[src/temp_humidity_compensation_unit_defines.svh]
// Assertion macros shared by the compensation unit RTL.
`ifndef TEMP_HUMIDITY_COMPENSATION_UNIT_DEFINES_SVH
`define TEMP_HUMIDITY_COMPENSATION_UNIT_DEFINES_SVH

// Check cons in the same cycle as ante.
`define THC_ASSERT_NOW(lbl, ante, cons, msg) \
  lbl: assert property (@(posedge clk) disable iff (rst) (ante) |-> (cons)) else $error(msg);

// Check cons in the cycle after ante.
`define THC_ASSERT_NEXT(lbl, ante, cons, msg) \
  lbl: assert property (@(posedge clk) disable iff (rst) (ante) |=> (cons)) else $error(msg);

`endif

[src/thc_pkg.sv]
// Shared types and constants of the temperature/humidity compensation unit.
package thc_pkg;

  localparam int unsigned ADDR_W = 5;

  localparam logic [19:0] RAW_TEMP_SKIP = 20'h80000;
  localparam logic [15:0] RAW_HUM_SKIP  = 16'h8000;

  localparam logic signed [16:0] TEMP_MIN_CENTI = -17'sd4000;
  localparam logic signed [16:0] TEMP_MAX_CENTI = 17'sd8500;
  localparam logic [16:0]        HUM_Q10_MAX    = 17'd102400;
  localparam logic signed [31:0] HUM_ACC_MAX    = 32'sd419430400;

  localparam logic signed [22:0] FINE_OFFSET = 23'sd76800;
  localparam logic signed [24:0] TEMP_ROUND  = 25'sd128;
  localparam logic [31:0]        HUM_A_ROUND = 32'd16384;
  localparam logic signed [20:0] HUM_C_BIAS  = 21'sd32768;
  localparam logic signed [22:0] HUM_S_BIAS  = 23'sd2097152;
  localparam logic [31:0]        HUM_E_ROUND = 32'd8192;

  typedef enum logic [2:0] {
    REG_TEMP_CAL_1   = 3'd0,
    REG_TEMP_CAL_2   = 3'd1,
    REG_TEMP_CAL_3   = 3'd2,
    REG_HUM_CAL_1    = 3'd3,
    REG_HUM_CAL_2    = 3'd4,
    REG_HUM_CAL_3    = 3'd5,
    REG_HUM_CAL_4_5  = 3'd6,
    REG_HUM_CAL_6    = 3'd7
  } reg_idx_t;

  typedef struct packed {
    logic [19:0] raw_temp;
    logic [15:0] raw_hum;
  } in_item_t;

  typedef struct packed {
    logic signed [14:0] temp_centi;
    logic [16:0]        hum_q10;
    logic               raw_ok;
    logic               temp_ok;
  } out_item_t;

  typedef struct packed {
    logic [15:0]        t1;
    logic signed [15:0] t2;
    logic signed [15:0] t3;
    logic [7:0]         h1;
    logic signed [15:0] h2;
    logic [7:0]         h3;
    logic [11:0]        h4;
    logic [11:0]        h5;
    logic signed [7:0]  h6;
  } cal_t;

  // Handoff from the temperature stages to the humidity stages.
  typedef struct packed {
    logic signed [21:0] fine;
    logic [31:0]        a_pre;
    logic               skip;
  } fine_t;

endpackage

[src/thc_temp_pipe.sv]
// Temperature stages: raw sample to fine-temperature term, four registers deep.
module thc_temp_pipe (
  input  logic              clk,
  input  logic              rst,
  input  logic              en,
  input  logic              in_valid,
  input  thc_pkg::in_item_t sample,
  input  thc_pkg::cal_t     cal,
  output logic              out_valid,
  output thc_pkg::fine_t    fine_o
);
  import thc_pkg::*;

  logic [3:0] vld;

  // stage 1
  logic signed [17:0] a1;
  logic signed [16:0] d1;
  logic [31:0]        apre1;
  logic               skip1;
  // stage 2
  logic signed [20:0] v1_2;
  logic signed [19:0] dds2;
  logic [31:0]        apre2;
  logic               skip2;
  // stage 3
  logic signed [20:0] v1_3;
  logic signed [17:0] v2_3;
  logic [31:0]        apre3;
  logic               skip3;

  logic signed [17:0] a1_next;
  logic signed [16:0] d_next;
  logic signed [33:0] p1;
  logic signed [33:0] pdd;
  logic signed [35:0] p2;
  logic signed [21:0] fine_next;

  assign a1_next   = $signed({1'b0, sample.raw_temp[19:3]}) - $signed({1'b0, cal.t1, 1'b0});
  assign d_next    = $signed({1'b0, sample.raw_temp[19:4]}) - $signed({1'b0, cal.t1});
  assign p1        = a1 * cal.t2;
  assign pdd       = d1 * d1;
  assign p2        = dds2 * cal.t3;
  assign fine_next = v1_3 + v2_3;

  always_ff @(posedge clk) begin
    if (rst) begin
      vld <= '0;
    end else if (en) begin
      vld <= {vld[2:0], in_valid};
    end
  end

  always_ff @(posedge clk) begin
    if (en) begin
      a1    <= a1_next;
      d1    <= d_next;
      apre1 <= {2'b00, sample.raw_hum, 14'd0} - {cal.h4, 20'd0};
      skip1 <= (sample.raw_temp == RAW_TEMP_SKIP) || (sample.raw_hum == RAW_HUM_SKIP);

      v1_2  <= p1[31:11];
      dds2  <= pdd[31:12];
      apre2 <= apre1;
      skip2 <= skip1;

      v1_3  <= v1_2;
      v2_3  <= p2[31:14];
      apre3 <= apre2;
      skip3 <= skip2;

      fine_o.fine  <= fine_next;
      fine_o.a_pre <= apre3;
      fine_o.skip  <= skip3;
    end
  end

  assign out_valid = vld[3];

endmodule

[config.mk]
export PLATFORM = sky130hd
export DESIGN_NAME = thc_temp_pipe
export DESIGN_NICKNAME = d
export VERILOG_FILES = /design/src/temp_humidity_compensation_unit_defines.svh /design/src/thc_pkg.sv /design/src/thc_temp_pipe.sv
export SDC_FILE = /design/constraint.sdc
export NUM_CORES = 2
export LEC_CHECK = 0
export BUFFER_PORTS_ARGS = -buffer_cell sky130_fd_sc_hd__buf_2
export CORE_ASPECT_RATIO = 1.2
export CORE_MARGIN = 2
export CORE_UTILIZATION = 65
export CTS_CLUSTER_DIAMETER = 120
export DETAILED_ROUTE_END_ITERATION = 10
export MAX_ROUTING_LAYER = met4
export PLACE_DENSITY = 0.95
export SKIP_CTS_REPAIR_TIMING = 1
export SLEW_MARGIN = 20
export SYNTH_ARGS = -nofsm -noshare
export SYNTH_HDL_FRONTEND = slang
export SYNTH_SLANG_ARGS = --single-unit
[constraint.sdc]
create_clock -name clk -period 12.8 [get_ports clk]
set_clock_uncertainty 0.15 [all_clocks]
set_input_delay 1.28 -clock clk [delete_from_list [all_inputs] [get_ports clk]]
set_output_delay 1.28 -clock clk [all_outputs]
set_load 0.1 [all_outputs]
==> out/qor.csv <==
metric,value,unit
outcome,completed,
ios,208,
die_y,268.6,um
dr.first_iter.drc_count,2592,
core_area,58010,um^2
synth.avg_cell_area,9.926,um^2
synth.area.top_cells,"fa_1 (43%), edfxtp_1 (16%), inv_1 (10%)",
arrival,8340,ps
dieArea,60290,um^2
finalHoldViolCount,0,
r2r-start,a1[10],
hpwl,72730,um
cpPeakStageDelay,760,ps
finalSetupViolCount,0,
synth-seq-area-share,15.73,%
drv_slew,0,
tritoncts,built,
io_buffers,141,
clkSlewWorstSetupHoldPaths,90,ps
first_pass_iters,7,
synth_top_area_share,43.13,%
slowest_stage,fa_1,
clk_latency,490,ps
h-tree-depth,4,
synth-seq-cells,200,
drc,0,
grt_pass1_vias,32011,
cts_sinks,200,
grt_pass1_wl,155900,um
drive_gt1_share,5.358,%
path_class,in2reg,
rr_endpoint,v1_2[20],
multi_input_area,27520,um^2
fillers,3759,
async_reset_ff_share,0,%
fp-row-count,97,
track_usage,34.89,%
root_buffer,clkbuf_16,
critPathMostFrequentCell,fa_1,
hold_path_class,reg2reg,
maxClockFrequency,120.9,MHz
area_delta_synth_final,4.893,%
drv_cap,0,
fin_nets,5129,
worst_pin_slew,1042,ps
rr_worst_depth,21,
yosysWarnings,0,
clockBufferDepth,2,
crit_start,cal[81],
wire_per_inst,20.88,um
vias,27662,
antenna_found_initial,5,
path_max_fanout,18,
required,12870,ps
syn_inst,3820,
period_minus_slack,8273,ps
fp.dieW,224.5,um
ant_nets,0,
gp_congestion,0.9333,
synth_edf_count,196,
syn_area,37920,um^2
grt-ovfl-total,0,
path_cells,"buf_2, nand2_1, fa_1, fa_1, fa_1, inv_1, fa_1, fa_1, inv_1, fa_1, inv_1, ha_1, a2111oi_2, o21ai_1, a31oi_2, a211oi_1, o211a_1, o2111a_1, o2111a_1, o211a_1, nor3_1",
wirelength,96690,um
max-slew-margin-rel,30.52,%
start_kind,primary input,
synthFlopType,edfxtp_1,
fin_crit_sh,64.63,%
rrSetupSlack,4950,ps
rsz0062_at_grt,no,
cts_inserted_buffers,17,
end_kind,flop,
cp-endpoint,v1_2[20],
whs_path_depth,0,
synthDistinctLibCells,69,
regArea,5966,um^2
grt_max_degree,124,
synth_most_common_cell,inv_1,
start_util,65.36,%
via_per_inst,5.975,
synthTopCellsByCount,"inv_1 (1034), fa_1 (817), nand2_1 (411)",
yosysTopAreaCell,fa_1,
tns,0,ps
## worst min-delay path by stage
| stage | startpoint | endpoint |
|---|---|---|
| final | apre1[25] | apre2[25] |
| after global placement | apre1[23] | apre2[23] |
| after detailed placement | apre2[20] | apre3[20] |
| after global routing | apre3[28] | fine_o[29] |
| after CTS | apre1[25] | apre2[25] |
| after floorplan | apre1[14] | apre2[14] |
## cell type report
cell class / count / area share, %
inverter: 1035 / 9.768
sequential: 200 / 15.00
tap: 742 / 2.334
timing repair buffer: 161 / 2.174
multi-input combinational: 2454 / 69.19
clock inverter: 15 / 0.4247
clock buffer: 17 / 1.070
antenna: 6 / 0.03775
## state kept, by name, summed over array words and instances, names as in the netlist
signal and flops:
v2_3 18, a1 18, fine_o 41, v1_2 21
vld 4, dds2 20, apre1 18, apre2 18
apre3 18, v1_3 21, skip3 1, skip1 1
skip2 1
## per-layer routing
metal | vias up | share of wire [%] | track usage, %
met3 | 808 | 10 | 8.140
met5 | - | 0 | -
met2 | 1976 | 51 | 58.30
li1 | 11353 | - | -
met1 | 13525 | 30 | 35.85
met4 | 0 | 8.9 | 26.51
## through the flow
| step | setup slack [ps] | hold WS (ps) | util, % | instance area [um^2] | cells |
|---|---|---|---|---|---|
| 6_report | 4527 | 266.2 | 68.56 | 39770 | 4630 |
| 5_1_grt | 4441 | 281.1 | 68.56 | 39770 | 4629 |
| 4_1_cts | 4981 | 271.7 | 68.54 | 39760 | 4624 |
| 3_5_place_dp | 4593 | 254.5 | 67.51 | 39170 | 4592 |
| 3_3_place_gp | 4740 | 250.4 | 67.51 | 39170 | 4592 |
| 2_1_floorplan | 5312 | 250.3 | - | 37970 | 3833 |
## cell usage in the layout, fill, tap and decap left out, drive strengths merged, types with 6 or more instances in the layout
cell    instances
a21boi         10
o21a           16
a21o           22
o21ai          50
and2          321
conb           14
nand4           8
xnor2         104
inv          1041
nand2         411
nand3          16
a211oi         10
nor2b          20
a31oi           7
xor2           30
nor4            9
fa            817
and3           11
a21oi          42
nand2b         19
nor3           26
clkinv          8
ha            291
clkbuf         18
or3             7
edfxtp        196
nor2          118
buf           160
o211ai          7
diode           6
## cell families (layout without fill, tap and decap cells)
logic type	after synthesis	count (layout)	share of synthesized area [%]
other cells	1	20	0.009890
buf+inv	1179	1228	11.82
mux	5	5	0.1353
fa+ha+maj	1108	1108	52.74
flops	200	200	15.73
compound gates	214	214	3.900
xor+xnor	134	134	3.095
simple gates	979	979	12.58
## worst max-delay path, delay by kind of cell
family	cells	cell delay, ps
AOI/OAI and AO/OA	8	2120
adders and majority gates	7	3610
buffers and inverters	4	620
and+or+nand+nor	2	690
Power is left out: the tool's default activity adds up to more than one toggle a clock period on the data nets, which glitch-free logic cannot reach.
