File: src/temp_humidity_compensation_unit_defines.svh
// Assertion macros shared by the compensation unit RTL.
`ifndef TEMP_HUMIDITY_COMPENSATION_UNIT_DEFINES_SVH
`define TEMP_HUMIDITY_COMPENSATION_UNIT_DEFINES_SVH

// Check cons in the same cycle as ante.
`define THC_ASSERT_NOW(lbl, ante, cons, msg) \
  lbl: assert property (@(posedge clk) disable iff (rst) (ante) |-> (cons)) else $error(msg);

// Check cons in the cycle after ante.
`define THC_ASSERT_NEXT(lbl, ante, cons, msg) \
  lbl: assert property (@(posedge clk) disable iff (rst) (ante) |=> (cons)) else $error(msg);

`endif

File: src/thc_pkg.sv
// Shared types and constants of the temperature/humidity compensation unit.
package thc_pkg;

  localparam int unsigned ADDR_W = 5;

  localparam logic [19:0] RAW_TEMP_SKIP = 20'h80000;
  localparam logic [15:0] RAW_HUM_SKIP  = 16'h8000;

  localparam logic signed [16:0] TEMP_MIN_CENTI = -17'sd4000;
  localparam logic signed [16:0] TEMP_MAX_CENTI = 17'sd8500;
  localparam logic [16:0]        HUM_Q10_MAX    = 17'd102400;
  localparam logic signed [31:0] HUM_ACC_MAX    = 32'sd419430400;

  localparam logic signed [22:0] FINE_OFFSET = 23'sd76800;
  localparam logic signed [24:0] TEMP_ROUND  = 25'sd128;
  localparam logic [31:0]        HUM_A_ROUND = 32'd16384;
  localparam logic signed [20:0] HUM_C_BIAS  = 21'sd32768;
  localparam logic signed [22:0] HUM_S_BIAS  = 23'sd2097152;
  localparam logic [31:0]        HUM_E_ROUND = 32'd8192;

  typedef enum logic [2:0] {
    REG_TEMP_CAL_1   = 3'd0,
    REG_TEMP_CAL_2   = 3'd1,
    REG_TEMP_CAL_3   = 3'd2,
    REG_HUM_CAL_1    = 3'd3,
    REG_HUM_CAL_2    = 3'd4,
    REG_HUM_CAL_3    = 3'd5,
    REG_HUM_CAL_4_5  = 3'd6,
    REG_HUM_CAL_6    = 3'd7
  } reg_idx_t;

  typedef struct packed {
    logic [19:0] raw_temp;
    logic [15:0] raw_hum;
  } in_item_t;

  typedef struct packed {
    logic signed [14:0] temp_centi;
    logic [16:0]        hum_q10;
    logic               raw_ok;
    logic               temp_ok;
  } out_item_t;

  typedef struct packed {
    logic [15:0]        t1;
    logic signed [15:0] t2;
    logic signed [15:0] t3;
    logic [7:0]         h1;
    logic signed [15:0] h2;
    logic [7:0]         h3;
    logic [11:0]        h4;
    logic [11:0]        h5;
    logic signed [7:0]  h6;
  } cal_t;

  // Handoff from the temperature stages to the humidity stages.
  typedef struct packed {
    logic signed [21:0] fine;
    logic [31:0]        a_pre;
    logic               skip;
  } fine_t;

endpackage

File: src/thc_regs.sv
// Calibration register file behind the APB-style port.
module thc_regs (
  input  logic                       clk,
  input  logic                       rst,
  input  logic                       psel,
  input  logic                       penable,
  input  logic                       pwrite,
  input  logic [thc_pkg::ADDR_W-1:0] paddr,
  input  logic [31:0]                pwdata,
  output logic [31:0]                prdata,
  output logic                       pready,
  output thc_pkg::cal_t              cal
);
  import thc_pkg::*;

  logic [15:0] temp_cal_1;
  logic [15:0] temp_cal_2;
  logic [15:0] temp_cal_3;
  logic [7:0]  hum_cal_1;
  logic [15:0] hum_cal_2;
  logic [7:0]  hum_cal_3;
  logic [23:0] hum_cal_4_5;
  logic [7:0]  hum_cal_6;

  reg_idx_t idx;
  logic     wr;

  assign idx    = reg_idx_t'(paddr[ADDR_W-1:2]);
  assign wr     = psel && penable && pwrite;
  assign pready = 1'b1;

  always_ff @(posedge clk) begin
    if (rst) begin
      temp_cal_1  <= '0;
      temp_cal_2  <= '0;
      temp_cal_3  <= '0;
      hum_cal_1   <= '0;
      hum_cal_2   <= '0;
      hum_cal_3   <= '0;
      hum_cal_4_5 <= '0;
      hum_cal_6   <= '0;
    end else if (wr) begin
      unique case (idx)
        REG_TEMP_CAL_1:  temp_cal_1  <= pwdata[15:0];
        REG_TEMP_CAL_2:  temp_cal_2  <= pwdata[15:0];
        REG_TEMP_CAL_3:  temp_cal_3  <= pwdata[15:0];
        REG_HUM_CAL_1:   hum_cal_1   <= pwdata[7:0];
        REG_HUM_CAL_2:   hum_cal_2   <= pwdata[15:0];
        REG_HUM_CAL_3:   hum_cal_3   <= pwdata[7:0];
        REG_HUM_CAL_4_5: hum_cal_4_5 <= pwdata[23:0];
        REG_HUM_CAL_6:   hum_cal_6   <= pwdata[7:0];
        default: ;
      endcase
    end
  end

  always_comb begin
    unique case (idx)
      REG_TEMP_CAL_1:  prdata = {16'd0, temp_cal_1};
      REG_TEMP_CAL_2:  prdata = {16'd0, temp_cal_2};
      REG_TEMP_CAL_3:  prdata = {16'd0, temp_cal_3};
      REG_HUM_CAL_1:   prdata = {24'd0, hum_cal_1};
      REG_HUM_CAL_2:   prdata = {16'd0, hum_cal_2};
      REG_HUM_CAL_3:   prdata = {24'd0, hum_cal_3};
      REG_HUM_CAL_4_5: prdata = {8'd0, hum_cal_4_5};
      REG_HUM_CAL_6:   prdata = {24'd0, hum_cal_6};
      default:         prdata = '0;
    endcase
  end

  always_comb begin
    cal.t1 = temp_cal_1;
    cal.t2 = $signed(temp_cal_2);
    cal.t3 = $signed(temp_cal_3);
    cal.h1 = hum_cal_1;
    cal.h2 = $signed(hum_cal_2);
    cal.h3 = hum_cal_3;
    cal.h4 = hum_cal_4_5[23:12];
    cal.h5 = hum_cal_4_5[11:0];
    cal.h6 = $signed(hum_cal_6);
  end

endmodule

File: config.mk
export PLATFORM = sky130hd
export DESIGN_NAME = thc_regs
export DESIGN_NICKNAME = d
export VERILOG_FILES = /design/src/temp_humidity_compensation_unit_defines.svh /design/src/thc_pkg.sv /design/src/thc_regs.sv
export SDC_FILE = /design/constraint.sdc
export NUM_CORES = 1
export LEC_CHECK = 0
export ABC_CLOCK_PERIOD_IN_PS = 1690
export BUFFER_PORTS_ARGS = -buffer_cell sky130_fd_sc_hd__buf_4
export CORE_UTILIZATION = 45
export CTS_BUF_LIST = sky130_fd_sc_hd__clkbuf_8
export DETAILED_ROUTE_END_ITERATION = 7
export PLACE_DENSITY = 0.74
export SYNTH_ARGS = -nofsm -noshare
export SYNTH_HDL_FRONTEND = slang
export SYNTH_SLANG_ARGS = --single-unit
File: constraint.sdc
create_clock -name clk -period 1.69 [get_ports clk]
set_clock_uncertainty 0.15 [all_clocks]
set_input_delay 0 -clock clk [delete_from_list [all_inputs] [get_ports clk]]
set_output_delay 0 -clock clk [all_outputs]
set_load 0.01 [all_outputs]
==> key figures <==
Synthesis
  – Synthesized instance count: 636
  – Count of cell types in the netlist: 37
  – Post-synthesis sequential area ratio: 44.2%
  – Synth Warn #: 0
  – Syn Std Cell Area: 0.00508 mm^2
  – Syn avg cell area: 7.98 um^2
  – FF+latch count, synth: 112

Placement
  – HPWL Detailed: 12000 um
  – I/O Buffers: 167
  – Routability cong.: 0.870
  – Placement Cell Area: 0.00645 mm^2
  – Placed Cells incl. Taps: 916

Route
  – DR DRC count: 0
  – Via density: 5.55
  – Total Routed Length: 17300 um
  – Drt first pass iters: 5
  – DR iter-0 viols: 383
  – Via Count: 5398
  – Antenna Violating Nets Remaining: 0
  – Wire per inst: 17.8 um

Setup path
  – CP Max Fanout: 3
  – CP Class: register to primary output
  – Worst EP required: 1540 ps
  – CP startpoint kind: register
  – Worst Reg-to-Reg Cells: 3
  – Worst r2r dst: hum_cal_4_5[19]
  – CP Capture Type: primary output
  – FF-to-FF setup slack: 350 ps
  – Endpoint arrival time on the critical path: 1670 ps
  – Worst reg2reg startpoint: hum_cal_4_5[19]

Status
  – Failing checks: negative setup slack
  – Status: finished, violations left

Clocking
  – TritonCTS clock tree: yes
  – CTS Buffer Depth: 2
  – H-tree depth: 3
  – Clk root buf: clkbuf_8
  – Clk_lat worst skew: 370 ps
  – Clk slew on worst S/H paths: 110 ps
  – Clk sinks: 112
  – Cts bufs inserted: 9

Power
  – Worst IR Drop VDD: 0.388 mV
  – Pwr Total: 4.73 mW
  – Pwr Density: 662 mW/mm^2
  – Leakage power: 2.91 nW

Timing
  – Final Setup Violations: 7
  – Worst slew pin tran: 586 ps
  – RSZ-0062 raised after global routing: yes
  – Slew HR: 60.9%
  – Worst Hold Margin: 45.0 ps
  – Period Utilization, post-route: 108%
  – Minimum clock period: 1820 ps
  – Fmax: 0.548 GHz
  – Slew Limit Fails: 0
  – Final worst setup slack: -133 ps
  – Final Hold Vio Count: 0

Floorplanning
  – Die Footprint: 0.0117 mm^2
  – DIE HEIGHT: 108 um
  – Initial core utilization: 46.4%
  – Core area: 0.0109 mm^2
  – Site row count: 38
  – # IOs: 187
  – Die Wd: 108 um

Global routing
  – Gr usage total: 29.6%
  – Vias in the first global route: 5098
  – GR Overflow Total: 0
  – Pin count of the biggest net entering global routing: 60
  – First-pass GRT wire length: 26400 um
  – Initial antenna violation count: 0

Final layout
  – Layout cell share with drive strength beyond 1: 33.4%
  – Cell Count, Final, Fillers Out: 972
  – Ant diodes: 0
  – Final net count: 869
  – Fin area: 0.00715 mm^2
  – Synthesis-to-finish area growth: 40.8%
  – Fill cells: 936

Min path
  – WHS Endpoint: temp_cal_3[7]
  – Hold_sp: paddr[4]
  – Hold depth: 5
  – HP Class: input port to register

Run
  – Max-cap violation count: 0
[kinds of logic after synthesis]
logic type             count (synthesis)  share of synthesized area (%)
AO/OA/AOI/OAI                        190                           21.6
buffers and inverters                 77                           8.01
flip-flops                           112                           44.2
AND/OR/NAND/NOR                      218                           18.5
other                                  2                          0.148
multiplexers                          37                           7.64
[per-stage QoR]
stage	TNS, ps	util (%)	setup WS [ps]
floorplan	0	-	362
global placement	0	59.0	174
detailed placement	0	59.0	126
CTS	-517	64.8	-95.2
global route	-1300	65.4	-203
finish	-829	65.4	-133
[area by class of cell]
cell class / count / area, um^2 / share of cell area (%)
clock inverters: 6 / 42.5 / 0.595
multi-input cells: 454 / 2560 / 35.8
inverters: 9 / 33.8 / 0.473
flip-flops and latches: 112 / 2260 / 31.7
repair buffers: 241 / 1930 / 27.0
well taps: 140 / 175 / 2.45
clock buffers: 10 / 138 / 1.93
[registers in the layout, summed over array words and instances (netlist names)]
signal       cells
temp_cal_2      16
hum_cal_3        8
hum_cal_1        8
temp_cal_3      16
temp_cal_1      16
hum_cal_6        8
hum_cal_4_5     24
hum_cal_2       16
[worst max-delay path by stage]
stage            startpoint         endpoint  slack, ps  depth (start not counted)
3_5_place_dp       paddr[3]        prdata[2]        130                          7
3_3_place_gp       paddr[3]       prdata[14]        170                          7
2_1_floorplan      paddr[2]  hum_cal_4_5[10]        360                          8
5_1_grt        hum_cal_3[0]        prdata[0]       -200                          5
6_report       hum_cal_3[5]        prdata[5]       -130                          5
4_1_cts        hum_cal_3[2]        prdata[2]       -100                          5
[cells in the mapped netlist, drive strengths merged]
cell | number | area share, %
inv | 9 | 0.67
o22ai | 8 | 0.99
or3 | 3 | 0.37
nand4b | 1 | 0.47
and2 | 8 | 0.99
o32a | 1 | 0.20
o22a | 1 | 0.17
clkbuf | 29 | 2.2
o21ai | 42 | 4.1
nor2b | 4 | 0.49
a22o | 7 | 1.2
a31oi | 1 | 0.12
dfxtp | 112 | 44
a221oi | 15 | 2.6
o32ai | 1 | 0.17
nand2b | 2 | 0.39
mux2i | 23 | 4.5
conb | 2 | 0.15
a21oi | 99 | 9.8
nand4 | 1 | 0.12
or2 | 1 | 0.12
buf | 39 | 5.2
mux2 | 14 | 3.1
nor2 | 37 | 3.2
a22oi | 15 | 2.2
nor3b | 1 | 0.15
nand2 | 157 | 12
nor3 | 3 | 0.49
[placed cells by master, fill, tap and decap left out, types with 9 or more instances in the layout]
master | Yosys | final
a21oi_1 | 99 | 99
nand2_1 | 156 | 156
a221oi_2 | 0 | 12
inv_1 | 9 | 10
dlygate4sd3_1 | 0 | 33
dfxtp_1 | 112 | 95
clkbuf_8 | 0 | 10
dfxtp_2 | 0 | 17
o21ai_0 | 42 | 42
buf_4 | 18 | 204
a22oi_1 | 15 | 14
nor2_1 | 33 | 33
conb_1 | 2 | 9
mux2i_1 | 23 | 23
[power by group]
part	switching [mW]	internal (mW)
logic	0.318	0.229
clock network	0.927	0.584
registers	0.0169	2.66
[routing by layer]
metal  part of all wire [%]  global-route usage (%)  vias up  routed length, um
met5                      0                       0        -                  0
met4                    2.7                    10.9        0                462
met3                    8.0                    6.51       40               1390
met2                     49                    51.2      263               8490
met1                     40                    35.7     2567               6970
li1                       -                       -     2528                  -
[critical path, stage by stage, from the launching register on]
cell,delay (ps)
dfxtp_2,340
mux2_4,270
a22o_1,230
a221oi_2,240
nor2_1,70
buf_4,140
[timing repair]
item | CTS | global route
pin swaps | 3 | 14
hold buffers | 33 | 0
buffers inserted | 5 | 2
setup endpoints to repair | 8 | 13
resized for setup | 26 | 13
endpoints found under the hold margin | 112 | 0
No activity file was read; power rests on OpenSTA's default activity.
